[src/hdl/deq_pkg.sv]
package deq_pkg;

  localparam int DEPTH_DEF     = 16;
  localparam int ELEM_BITS_DEF = 32;

  localparam int OP_W        = 3;
  localparam int VALUE_W     = 32;
  localparam int POS_W       = 4;
  localparam int ELEM_OUT_W  = 32;
  localparam int STATUS_W    = 2;
  localparam int COUNT_OUT_W = 5;

  localparam logic [OP_W-1:0] OP_PUSH_FRONT = 3'd0;
  localparam logic [OP_W-1:0] OP_PUSH_BACK  = 3'd1;
  localparam logic [OP_W-1:0] OP_POP_FRONT  = 3'd2;
  localparam logic [OP_W-1:0] OP_POP_BACK   = 3'd3;
  localparam logic [OP_W-1:0] OP_PEEK_FRONT = 3'd4;
  localparam logic [OP_W-1:0] OP_PEEK_BACK  = 3'd5;
  localparam logic [OP_W-1:0] OP_READ_INDEX = 3'd6;

  localparam logic [STATUS_W-1:0] ST_OK    = 2'd0;
  localparam logic [STATUS_W-1:0] ST_EMPTY = 2'd1;
  localparam logic [STATUS_W-1:0] ST_RANGE = 2'd2;
  localparam logic [STATUS_W-1:0] ST_FULL  = 2'd3;

  // Per-request result info handed from the pointer logic to the result stage
  typedef struct packed {
    logic [STATUS_W-1:0]    status;
    logic [COUNT_OUT_W-1:0] count;
    logic                   use_elem;
  } req_info_t;

endpackage

[src/hdl/deq_mem.sv]
module deq_mem
  import deq_pkg::*;
#(
  parameter int DEPTH     = DEPTH_DEF,
  parameter int ELEM_BITS = ELEM_BITS_DEF,
  localparam int AW       = (DEPTH > 1) ? $clog2(DEPTH) : 1
) (
  input  logic                 clk,
  input  logic                 wr_en,
  input  logic [AW-1:0]        wr_addr,
  input  logic [ELEM_BITS-1:0] wr_data,
  input  logic                 rd_en,
  input  logic [AW-1:0]        rd_addr,
  output logic [ELEM_BITS-1:0] rd_data
);

  logic [ELEM_BITS-1:0] mem [DEPTH];

  always_ff @(posedge clk) begin
    if (wr_en) begin
      mem[wr_addr] <= wr_data;
    end
  end

  always_ff @(posedge clk) begin
    if (rd_en) begin
      rd_data <= mem[rd_addr];
    end
  end

endmodule

[src/hdl/deq_ctrl.sv]
module deq_ctrl
  import deq_pkg::*;
#(
  parameter int DEPTH     = DEPTH_DEF,
  parameter int ELEM_BITS = ELEM_BITS_DEF,
  localparam int AW       = (DEPTH > 1) ? $clog2(DEPTH) : 1
) (
  input  logic                 clk,
  input  logic                 rst_n,
  input  logic                 accept,
  input  logic [OP_W-1:0]      opcode,
  input  logic [VALUE_W-1:0]   push_value,
  input  logic [POS_W-1:0]     position,
  output logic                 wr_en,
  output logic [AW-1:0]        wr_addr,
  output logic [ELEM_BITS-1:0] wr_data,
  output logic                 rd_en,
  output logic [AW-1:0]        rd_addr,
  output req_info_t            info
);

  localparam int CW   = $clog2(DEPTH + 1);
  localparam int CMPW = (CW > POS_W) ? CW : POS_W;

  logic [AW-1:0] front_r, front_nxt;
  logic [CW-1:0] cnt_r, cnt_nxt;

  logic          full, empty;
  logic [AW-1:0] front_dec, front_inc;
  logic [AW-1:0] back_slot, last_slot, pos_slot;
  logic [AW-1:0] cnt_lo, cnt_m1_lo, pos_lo;
  logic          do_wr, do_rd;
  logic [STATUS_W-1:0] status;

  // (front + offset) mod DEPTH, with both terms below DEPTH
  function automatic logic [AW-1:0] ring_add(input logic [AW-1:0] a,
                                             input logic [AW-1:0] b);
    logic [AW:0] s;
    s = {1'b0, a} + {1'b0, b};
    if (s >= (AW+1)'(DEPTH)) begin
      s = s - (AW+1)'(DEPTH);
    end
    return s[AW-1:0];
  endfunction

  assign full      = (cnt_r == CW'(DEPTH));
  assign empty     = (cnt_r == '0);
  assign cnt_lo    = AW'(cnt_r);
  assign cnt_m1_lo = AW'(cnt_r - CW'(1));
  assign pos_lo    = AW'(position);
  assign front_dec = (front_r == '0) ? AW'(DEPTH - 1) : front_r - AW'(1);
  assign front_inc = ring_add(front_r, AW'(1));
  assign back_slot = ring_add(front_r, cnt_lo);
  assign last_slot = ring_add(front_r, cnt_m1_lo);
  assign pos_slot  = ring_add(front_r, pos_lo);

  always_comb begin
    front_nxt = front_r;
    cnt_nxt   = cnt_r;
    do_wr     = 1'b0;
    do_rd     = 1'b0;
    wr_addr   = front_dec;
    rd_addr   = front_r;
    status    = ST_OK;
    case (opcode)
      OP_PUSH_FRONT: begin
        if (full) begin
          status = ST_FULL;
        end else begin
          do_wr     = 1'b1;
          front_nxt = front_dec;
          cnt_nxt   = cnt_r + CW'(1);
        end
      end
      OP_PUSH_BACK: begin
        wr_addr = back_slot;
        if (full) begin
          status = ST_FULL;
        end else begin
          do_wr   = 1'b1;
          cnt_nxt = cnt_r + CW'(1);
        end
      end
      OP_POP_FRONT, OP_PEEK_FRONT: begin
        if (empty) begin
          status = ST_EMPTY;
        end else begin
          do_rd = 1'b1;
          if (opcode == OP_POP_FRONT) begin
            front_nxt = front_inc;
            cnt_nxt   = cnt_r - CW'(1);
          end
        end
      end
      OP_POP_BACK, OP_PEEK_BACK: begin
        rd_addr = last_slot;
        if (empty) begin
          status = ST_EMPTY;
        end else begin
          do_rd = 1'b1;
          if (opcode == OP_POP_BACK) begin
            cnt_nxt = cnt_r - CW'(1);
          end
        end
      end
      OP_READ_INDEX: begin
        rd_addr = pos_slot;
        if (CMPW'(position) >= CMPW'(cnt_r)) begin
          status = ST_RANGE;
        end else begin
          do_rd = 1'b1;
        end
      end
      default: begin
        status = ST_RANGE;
      end
    endcase
  end

  assign wr_en         = accept && do_wr;
  assign rd_en         = accept && do_rd;
  assign wr_data       = ELEM_BITS'(push_value);
  assign info.status   = status;
  assign info.count    = COUNT_OUT_W'(cnt_nxt);
  assign info.use_elem = do_rd;

  always_ff @(posedge clk) begin
    if (!rst_n) begin
      front_r <= '0;
      cnt_r   <= '0;
    end else if (accept) begin
      front_r <= front_nxt;
      cnt_r   <= cnt_nxt;
    end
  end

endmodule

[src/hdl/deq_out.sv]
module deq_out
  import deq_pkg::*;
#(
  parameter int ELEM_BITS = ELEM_BITS_DEF
) (
  input  logic                   clk,
  input  logic                   rst_n,
  input  logic                   accept,
  input  req_info_t              info,
  input  logic [ELEM_BITS-1:0]   rd_data,
  output logic                   stage_free,
  output logic                   out_valid,
  input  logic                   out_ready,
  output logic [ELEM_OUT_W-1:0]  out_elem_out,
  output logic [STATUS_W-1:0]    out_status,
  output logic [COUNT_OUT_W-1:0] out_count_out
);

  logic                   p_valid_r;
  req_info_t              p_info_r;
  logic                   p_move;
  logic                   out_valid_r;
  logic [ELEM_OUT_W-1:0]  out_elem_r;
  logic [STATUS_W-1:0]    out_status_r;
  logic [COUNT_OUT_W-1:0] out_count_r;

  // Advance the pending request once the output register is free
  assign p_move     = p_valid_r && (!out_valid_r || out_ready);
  assign stage_free = !p_valid_r || p_move;

  always_ff @(posedge clk) begin
    if (!rst_n) begin
      p_valid_r   <= 1'b0;
      out_valid_r <= 1'b0;
    end else begin
      if (accept) begin
        p_valid_r <= 1'b1;
      end else if (p_move) begin
        p_valid_r <= 1'b0;
      end
      if (p_move) begin
        out_valid_r <= 1'b1;
      end else if (out_ready) begin
        out_valid_r <= 1'b0;
      end
    end
  end

  always_ff @(posedge clk) begin
    if (accept) begin
      p_info_r <= info;
    end
    if (p_move) begin
      out_elem_r   <= p_info_r.use_elem ? ELEM_OUT_W'(rd_data) : '0;
      out_status_r <= p_info_r.status;
      out_count_r  <= p_info_r.count;
    end
  end

  assign out_valid     = out_valid_r;
  assign out_elem_out  = out_elem_r;
  assign out_status    = out_status_r;
  assign out_count_out = out_count_r;

endmodule

[src/hdl/indexed_deque.sv]
// Channel  Direction  Handshake              Payload
// in_      request    in_valid / in_ready    in_opcode, in_push_value, in_position
// out_     result     out_valid / out_ready  out_elem_out, out_status, out_count_out
//
// One request per cycle is taken while in_ready is high; its result passes through the
// registered read of the slot memory and then the output register.
// Pointer and count update in the cycle of acceptance, so requests need no interlock.
// Synchronous reset clears front pointer, count and stage valids; slots are not cleared.
// A stalled result holds the pending request; in_ready drops until it moves on.
module indexed_deque
  import deq_pkg::*;
#(
  parameter int DEPTH     = DEPTH_DEF,
  parameter int ELEM_BITS = ELEM_BITS_DEF
) (
  input  logic                   clk,
  input  logic                   rst_n,
  input  logic                   in_valid,
  output logic                   in_ready,
  input  logic [OP_W-1:0]        in_opcode,
  input  logic [VALUE_W-1:0]     in_push_value,
  input  logic [POS_W-1:0]       in_position,
  output logic                   out_valid,
  input  logic                   out_ready,
  output logic [ELEM_OUT_W-1:0]  out_elem_out,
  output logic [STATUS_W-1:0]    out_status,
  output logic [COUNT_OUT_W-1:0] out_count_out
);

  localparam int AW = (DEPTH > 1) ? $clog2(DEPTH) : 1;

  logic                 accept;
  logic                 stage_free;
  logic                 wr_en, rd_en;
  logic [AW-1:0]        wr_addr, rd_addr;
  logic [ELEM_BITS-1:0] wr_data, rd_data;
  req_info_t            info;

  assign in_ready = stage_free;
  assign accept   = in_valid && stage_free;

  deq_ctrl #(
    .DEPTH     (DEPTH),
    .ELEM_BITS (ELEM_BITS)
  ) u_ctrl (
    .clk        (clk),
    .rst_n      (rst_n),
    .accept     (accept),
    .opcode     (in_opcode),
    .push_value (in_push_value),
    .position   (in_position),
    .wr_en      (wr_en),
    .wr_addr    (wr_addr),
    .wr_data    (wr_data),
    .rd_en      (rd_en),
    .rd_addr    (rd_addr),
    .info       (info)
  );

  deq_mem #(
    .DEPTH     (DEPTH),
    .ELEM_BITS (ELEM_BITS)
  ) u_mem (
    .clk     (clk),
    .wr_en   (wr_en),
    .wr_addr (wr_addr),
    .wr_data (wr_data),
    .rd_en   (rd_en),
    .rd_addr (rd_addr),
    .rd_data (rd_data)
  );

  deq_out #(
    .ELEM_BITS (ELEM_BITS)
  ) u_out (
    .clk           (clk),
    .rst_n         (rst_n),
    .accept        (accept),
    .info          (info),
    .rd_data       (rd_data),
    .stage_free    (stage_free),
    .out_valid     (out_valid),
    .out_ready     (out_ready),
    .out_elem_out  (out_elem_out),
    .out_status    (out_status),
    .out_count_out (out_count_out)
  );

endmodule

[config.mk]
export PLATFORM = sky130hd
export DESIGN_NAME = indexed_deque
export DESIGN_NICKNAME = d
export VERILOG_FILES = /design/src/hdl/deq_pkg.sv /design/src/hdl/deq_mem.sv /design/src/hdl/deq_ctrl.sv /design/src/hdl/deq_out.sv /design/src/hdl/indexed_deque.sv
export SDC_FILE = /design/constraint.sdc
export NUM_CORES = 1
export LEC_CHECK = 0
export BUFFER_PORTS_ARGS = -buffer_cell sky130_fd_sc_hd__buf_2
export CAP_MARGIN = 30
export CORE_ASPECT_RATIO = 1.75
export CORE_MARGIN = 5
export CORE_UTILIZATION = 55
export CTS_BUF_LIST = sky130_fd_sc_hd__clkbuf_8
export DETAILED_ROUTE_END_ITERATION = 12
export PLACE_DENSITY = 0.86
export SETUP_SLACK_MARGIN = 0.3
export SYNTH_ARGS = -nofsm -noshare
export SYNTH_HDL_FRONTEND = slang
export SYNTH_SLANG_ARGS = --single-unit
[constraint.sdc]
create_clock -name clk -period 3.5 [get_ports clk]
set_input_delay 0.525 -clock clk [delete_from_list [all_inputs] [get_ports clk]]
set_output_delay 0.525 -clock clk [all_outputs]
set_load 0.1 [all_outputs]
Yosys cells after proc, flatten, opt, wreduce, memory -nomap -nowiden
Memory sizes are Yosys's and may differ from the RTL's. A register that Yosys moved wholly into a read port is not among the register bits.
Cells that the tools add are included.

word-level totals
  word-level logic and storage cells = 88
  memory bits (writable) = 512
  register bits = 58
  memories = 1

memory list
  name       words  bits a word  rd ports  clocked after memory_dff  wr ports  RTL line       source
  u_mem.mem  16     32           1         1                         1         deq_mem.sv:17  logic [ELEM_BITS-1:0] mem [DEPTH];

cells by class
  eq/ne operators = 10
  reductions and logical operators = 19
  order comparisons = 5
  $add $sub $neg = 11
  muxes and demuxes = 32

operators by type and width
  kind                                                                 number
  4-bit two-way mux                                                    9
  5-bit two-way mux                                                    5
  5-bit greater-or-equal comparator (second input constant)            4
  4-bit by 1-bit subtractor with 4-bit output (second input constant)  5
  4-bit one-hot mux with 2 select lines                                2
  4-bit by 4-bit adder with 5-bit output                               3
  5-bit one-hot mux with 3 select lines                                1
  1-bit two-way mux                                                    11
  3-bit == test (second input constant)                                3
  3-bit by 2-bit == test with 1-bit output (second input constant)     2
  2-bit one-hot mux with 3 select lines                                1
  2-bit nonzero test                                                   3
  2-bit OR reduction                                                   3
  4-bit by 1-bit adder with 5-bit output (second input constant)       1
  5-bit by 1-bit adder with 5-bit output (second input constant)       1
  5-bit == test (second input constant)                                1
  4-bit by 5-bit greater-or-equal comparator with 1-bit output         1
  5-bit zero test                                                      1
  5-bit AND reduction                                                  1
  5-bit by 1-bit subtractor with 5-bit output (second input constant)  1
  1-bit logical AND                                                    4
  4-bit zero test                                                      1
  2-bit two-way mux                                                    2
  2-bit inequality test (second input constant)                        2
  other kinds (7)                                                      9

Longest topological paths before layout
  depth after elaboration = 8
  gate-level depth with buffers = 17

Hierarchy
A second synthesis with hierarchy kept.

unflattened totals
  cells, all modules = 1148
  area, all modules = 23518.8 um^2

modules (own cells, without submodules)
  module         area each (um^2)  times used  cells an instance  seq. area each (um^2)
  deq_mem        20155.6           1           838                16335.7
  deq_out        1747.9            1           90                 1451.4
  deq_ctrl       1609.0            1           219                180.2
  indexed_deque  6.3               1           1                  0.0

Worst setup path after synthesis
Ideal clock, no wire load.

  path type = register -> register
  start point = register u_out.out_valid_r, in the netlist u_out.out_valid
  end point = memory u_mem.mem[6][0] (netlist name), enable pin
  data required time = 3.079 ns
  setup time = 0.421 ns
  buffers on the path = 0
  cell stages (with the launch flop) = 7
  arrival time = 3.765 ns
  clock period less this slack = 4.186 ns
  path slack = -0.686 ns
  cell sequence = dfxtp_1 -> nor2b_1 -> nand2_1 -> nand2_1 -> nor3b_1 -> nand2_1 -> nor2_1

on the way
  word-level cells in the longest chain between the ends = 8

RTL lines
  element                                  RTL line             source
  start: declaration                       deq_out.sv:22        logic out_valid_r;
  start signal: assignment                 deq_out.sv:34        out_valid_r <= 1'b0;
  start signal: assignment                 deq_out.sv:42        out_valid_r <= 1'b1;
  start signal: assignment                 deq_out.sv:44        out_valid_r <= 1'b0;
  1-bit zero test                          deq_out.sv:28        assign p_move = p_valid_r && (!out_valid_r || out_ready);
  1-bit logical OR                         deq_out.sv:28
  1-bit logical AND                        deq_out.sv:28
  1-bit logical OR                         deq_out.sv:29        assign stage_free = !p_valid_r || p_move;
  named net in_ready                       indexed_deque.sv:19  output logic in_ready,
  1-bit logical AND                        indexed_deque.sv:40  assign accept = in_valid && stage_free;
  1-bit logical AND                        deq_ctrl.sv:120      assign wr_en = accept && do_wr;
  1-bit two-way mux                        deq_mem.sv:20        if (wr_en) begin
  1-bit two-way mux (implied by the code)  deq_mem.sv:21        mem[wr_addr] <= wr_data;
  end: declaration                         deq_mem.sv:17

The timed path passes the listed nets, and every way through them passes these cells.

Worst setup path after layout
  start point = register u_ctrl.cnt_r[1]
  end point = register u_mem.rd_data[24] (read register of u_mem.mem), data pin

on the way
  word-level cells in the longest chain between the ends = 5
  elaborated cells on any way between the ends = 12
  those cells by class = add/sub: 3; order compare: 2; mux: 5; reduce/logical: 2

RTL lines
  element                                                                                                  RTL line                        source
  start: declaration                                                                                       deq_ctrl.sv:26                  logic [CW-1:0] cnt_r, cnt_nxt;
  start signal: assignment                                                                                 deq_ctrl.sv:133                 cnt_r <= cnt_nxt;
  5-bit by 1-bit subtractor with 5-bit output                                                              deq_ctrl.sv:49                  assign cnt_m1_lo = AW'(cnt_r - CW'(1));
  4-bit by 4-bit adder with 5-bit output                                                                   deq_ctrl.sv:39                  s = {1'b0, a} + {1'b0, b};
  4-bit by 1-bit subtractor with 4-bit output / 5-bit greater-or-equal comparator (equally long branches)  deq_ctrl.sv:41, deq_ctrl.sv:40
  4-bit two-way mux                                                                                        deq_ctrl.sv:40                  if (s >= (AW+1)'(DEPTH)) begin
  4-bit one-hot mux with 2 select lines                                                                    deq_ctrl.sv:65                  case (opcode)
  end: declaration                                                                                         deq_mem.sv:14                   output logic [ELEM_BITS-1:0] rd_data

Several ways; a longest one is shown, not always the timed one.
A chain may end at the register's enable or synchronous reset.

==> results.yml <==
final_layout:
  nNetsFinal: 1637
  syn_to_final_growth_pct: 17.0
  drive_gt1_frac: 0.264
  final_common_cell: "edfxtp_1"
  final_util: 0.650
  layout_common_cells: "591 x edfxtp_1, 193 x mux2i_1, 149 x nand2_1, 83 x buf_2, 79 x clkbuf_8"
  nFillCells: 2689
yosys:
  synth_cells: 1397
  async_flop_share: 0
  synth_seq_area_share: 0.744
  synthesis.nets: 1456
  synth_top_area_cell: "edfxtp_1"
  ys_types: 58
  ys.flop_type: "edfxtp_1"
  ys_ff_latch: 602
  synth.top_cell.area_share: 0.735
  synth_area_per_cell_sq_um: 17.3
  synth-edff-count: 591
  syn-cell-area_sq_mm: 0.0241
  synth_area_leaders: "edfxtp_1 74%, mux2i_1 8.0%, a32o_1 2.7%"
  yosys_warnings: 0
route:
  drtAntennaViolNets: 0
  drt_iter0_markers: 1795
  drc: 0
  viasPerCell: 6.44
  wl_per_cell_microns: 28.2
  dr.pass1.iters: 5
  drt_wl_total_mm: 62.4
  num_vias: 14200
worst_setup_path:
  cp_common_cell: "buf_6"
  arrival_ns: 4.14
  cp-startpoint: "u_ctrl.cnt_r[1]$_SDFFE_PN0P_"
  critPathMaxStageDelay_ns: 0.50
  worstPathRequired_ns: 4.00
  critical_path.top_delay_family: "compound AO/OA/AOI/OAI gates"
  path_class: "reg -> reg"
  reg2regPathDepth: 15
  path_cells: "inv_4 -> ha_4 -> xnor2_2 -> a21oi_1 -> ha_1 -> xor2_2 -> nand3_1 -> a21boi_4 -> nor3b_4 -> buf_6 -> buf_6 -> buf_16 -> a32o_1 -> a221oi_1 -> mux2_4"
  crit_fanout: 8
  endpoint_kind: "flip-flop"
  slowest_stage: "a221oi_1"
  rrSetupSlack_ns: -0.14
  cp-start-kind: "flip-flop"
  r2r-start: "u_ctrl.cnt_r[1]$_SDFFE_PN0P_"
  crit_buf_inv: 4
  r2r_end: "u_mem.rd_data[24]$_DFFE_PP_"
hold_path:
  hp-class: "in -> reg"
  hold_depth: 3
  min_to: "u_out.p_valid_r$_SDFFE_PN0P_"
  worstHoldStart: "in_valid"
sta:
  max_freq_ghz: 0.275
  fin_setup_tns_ns: -0.140
  setup_viol: 1
  fin_crit_sh: 1.04
  report.final.slew_viol_count: 0
  slew_headroom: 0.500
  worstMarginPinSlew_ns: 0.750
  setup_ws_ns: -0.140
  period_minus_slack_ns: 3.64
  finalHoldViolCount: 0
  skew_ns: 0.0328
  rsz0062_at_grt: "true"
clock_tree:
  clkTransAtPathRegs_ns: 0.07
  cts_inserted_buffers: 78
  clock_latency_ns: 0.65
  cts_tree: "built"
  clkSinkCount: 602
  cts_htree_levels: 3
  clockBufferDepth: 3
  cts-root-buf: "clkbuf_8"
  holdBufCountCts: 0
run_status:
  status: "finished, violations left"
  violations: "negative setup slack"
run:
  maxCapViolations: 0
grt:
  track_usage: 0.246
  grt_overflow_total: 0
  grt_pass1_vias: 14500
  grt_max_degree: 43
  grt_first_pass_wirelength_mm: 88.7
  antenna_found_initial: 6
die:
  die-area_sq_mm: 0.0483
  row_count: 101
  start_util: 0.555
  io_pins: 84
  die_h_microns: 287
  die_w_microns: 168
  core_area_sq_mm: 0.0435
power:
  vdd_drop_max_mv: 0.345
  p_leak_nw: 10.3
  power.density_mw_per_mm2: 574
place:
  io_buffers: 83
  dp_hpwl_mm: 30.8
  gp_congestion: 0.868
-- report_power, final --
group	switching [mW]	leakage, nW	internal [mW]
clock network	2.62	0.852	2.65
logic	1.57	3.99	1.19
registers	0.0576	5.44	8.11
-- worst register-to-register path, cell delays in order, from the launching register on --
cell and delay, ns:
dfxtp_2 0.36, inv_4 0.05, ha_4 0.17, xnor2_2 0.14, a21oi_1 0.20, ha_1 0.31
xor2_2 0.24, nand3_1 0.16, a21boi_4 0.32, nor3b_4 0.09, buf_6 0.17, buf_6 0.13
buf_16 0.14, a32o_1 0.22, a221oi_1 0.50, mux2_4 0.29
-- through the flow --
step	hold WS [ns]	worst slack [ns]	std cells	power [mW]	area (sq um)
floorplan	0.400	0.0203	1397	9.96	24400
global placement	0.404	-0.0904	2037	10.5	26000
detailed placement	0.407	-0.262	2037	10.6	26000
CTS	0.0922	0.180	2203	16.0	28000
global route	0.119	-0.212	2212	16.7	28200
finish	0.141	-0.140	2212	16.2	28200
-- routing by layer --
metal	vias up	wire length, microns	track usage
met5	-	13	0
met4	2	4340	0.138
met3	271	5960	0.0446
met2	1095	31800	0.432
met1	6983	20400	0.281
li1	5892	-	-
-- area by class of cell --
class                      instances  area, sq um  share of cell area
clock inverter                    65          474              0.0168
tap                              566          708              0.0251
multi-input combinational        701         6030               0.214
antenna                            4         10.0            0.000355
clock buffer                      79         1090              0.0385
timing repair buffer             182         1900              0.0673
sequential                       602        18000               0.636
inverter                          13         53.8             0.00191
-- registers in the layout, indices dropped and copies added, names as in the netlist --
register,cells
u_ctrl.cnt_r,5
u_mem.mem,512
u_out.out_elem_out,32
u_out.out_valid,1
u_mem.rd_data,32
u_out.p_valid_r,1
u_out.out_status,2
u_out.out_count_out,5
u_out.p_info_r,8
u_ctrl.front_r,4
-- logic make-up (layout without fill, tap and decap cells) --
kind of cell,count (synthesis),in the layout,share of synthesized area
other,0,4,0
AO/OA/AOI/OAI,191,191,0.0727
AND/OR/NAND/NOR,252,252,0.0471
XOR/XNOR,14,14,0.00508
flip-flops,602,602,0.744
multiplexers,227,227,0.0959
buffers and inverters,94,339,0.0256
adder cells (fa/ha/maj),17,17,0.00938
-- synthesized netlist by cell type, types with 14 or more instances --
library cell / number
edfxtp_1: 591
mux2i_1: 193
nand2_1: 150
a32o_1: 64
a221oi_1: 50
and2_1: 35
mux2_2: 34
nor2_1: 31
buf_2: 23
a21oi_1: 17
buf_4: 17
clkbuf_1: 16
a221oi_2: 14
ha_1: 14
-- worst max-delay path by stage --
| stage | endpoint | slack [ns] | cells past startpoint |
|---|---|---|---|
| finish | u_mem.rd_data[24]$_DFFE_PP_ | -0.14 | 15 |
| global route | u_mem.rd_data[24]$_DFFE_PP_ | -0.21 | 16 |
| floorplan | u_mem.rd_data[0]$_DFFE_PP_ | 0.02 | 16 |
| CTS | u_mem.rd_data[8]$_DFFE_PP_ | 0.18 | 16 |
| detailed placement | u_mem.rd_data[30]$_DFFE_PP_ | -0.26 | 15 |
| global placement | u_mem.rd_data[30]$_DFFE_PP_ | -0.09 | 15 |
-- timing repair --
item / 4_1_cts / 5_1_grt
buffers inserted: 16 / 1
endpoints found under the hold margin: 0 / 0
cloned: 6 / 4
pin swaps: 17 / 15
resized for setup: 61 / 33
endpoints found under the setup margin: 32 / 32
Power figures use the tool's default switching activity.
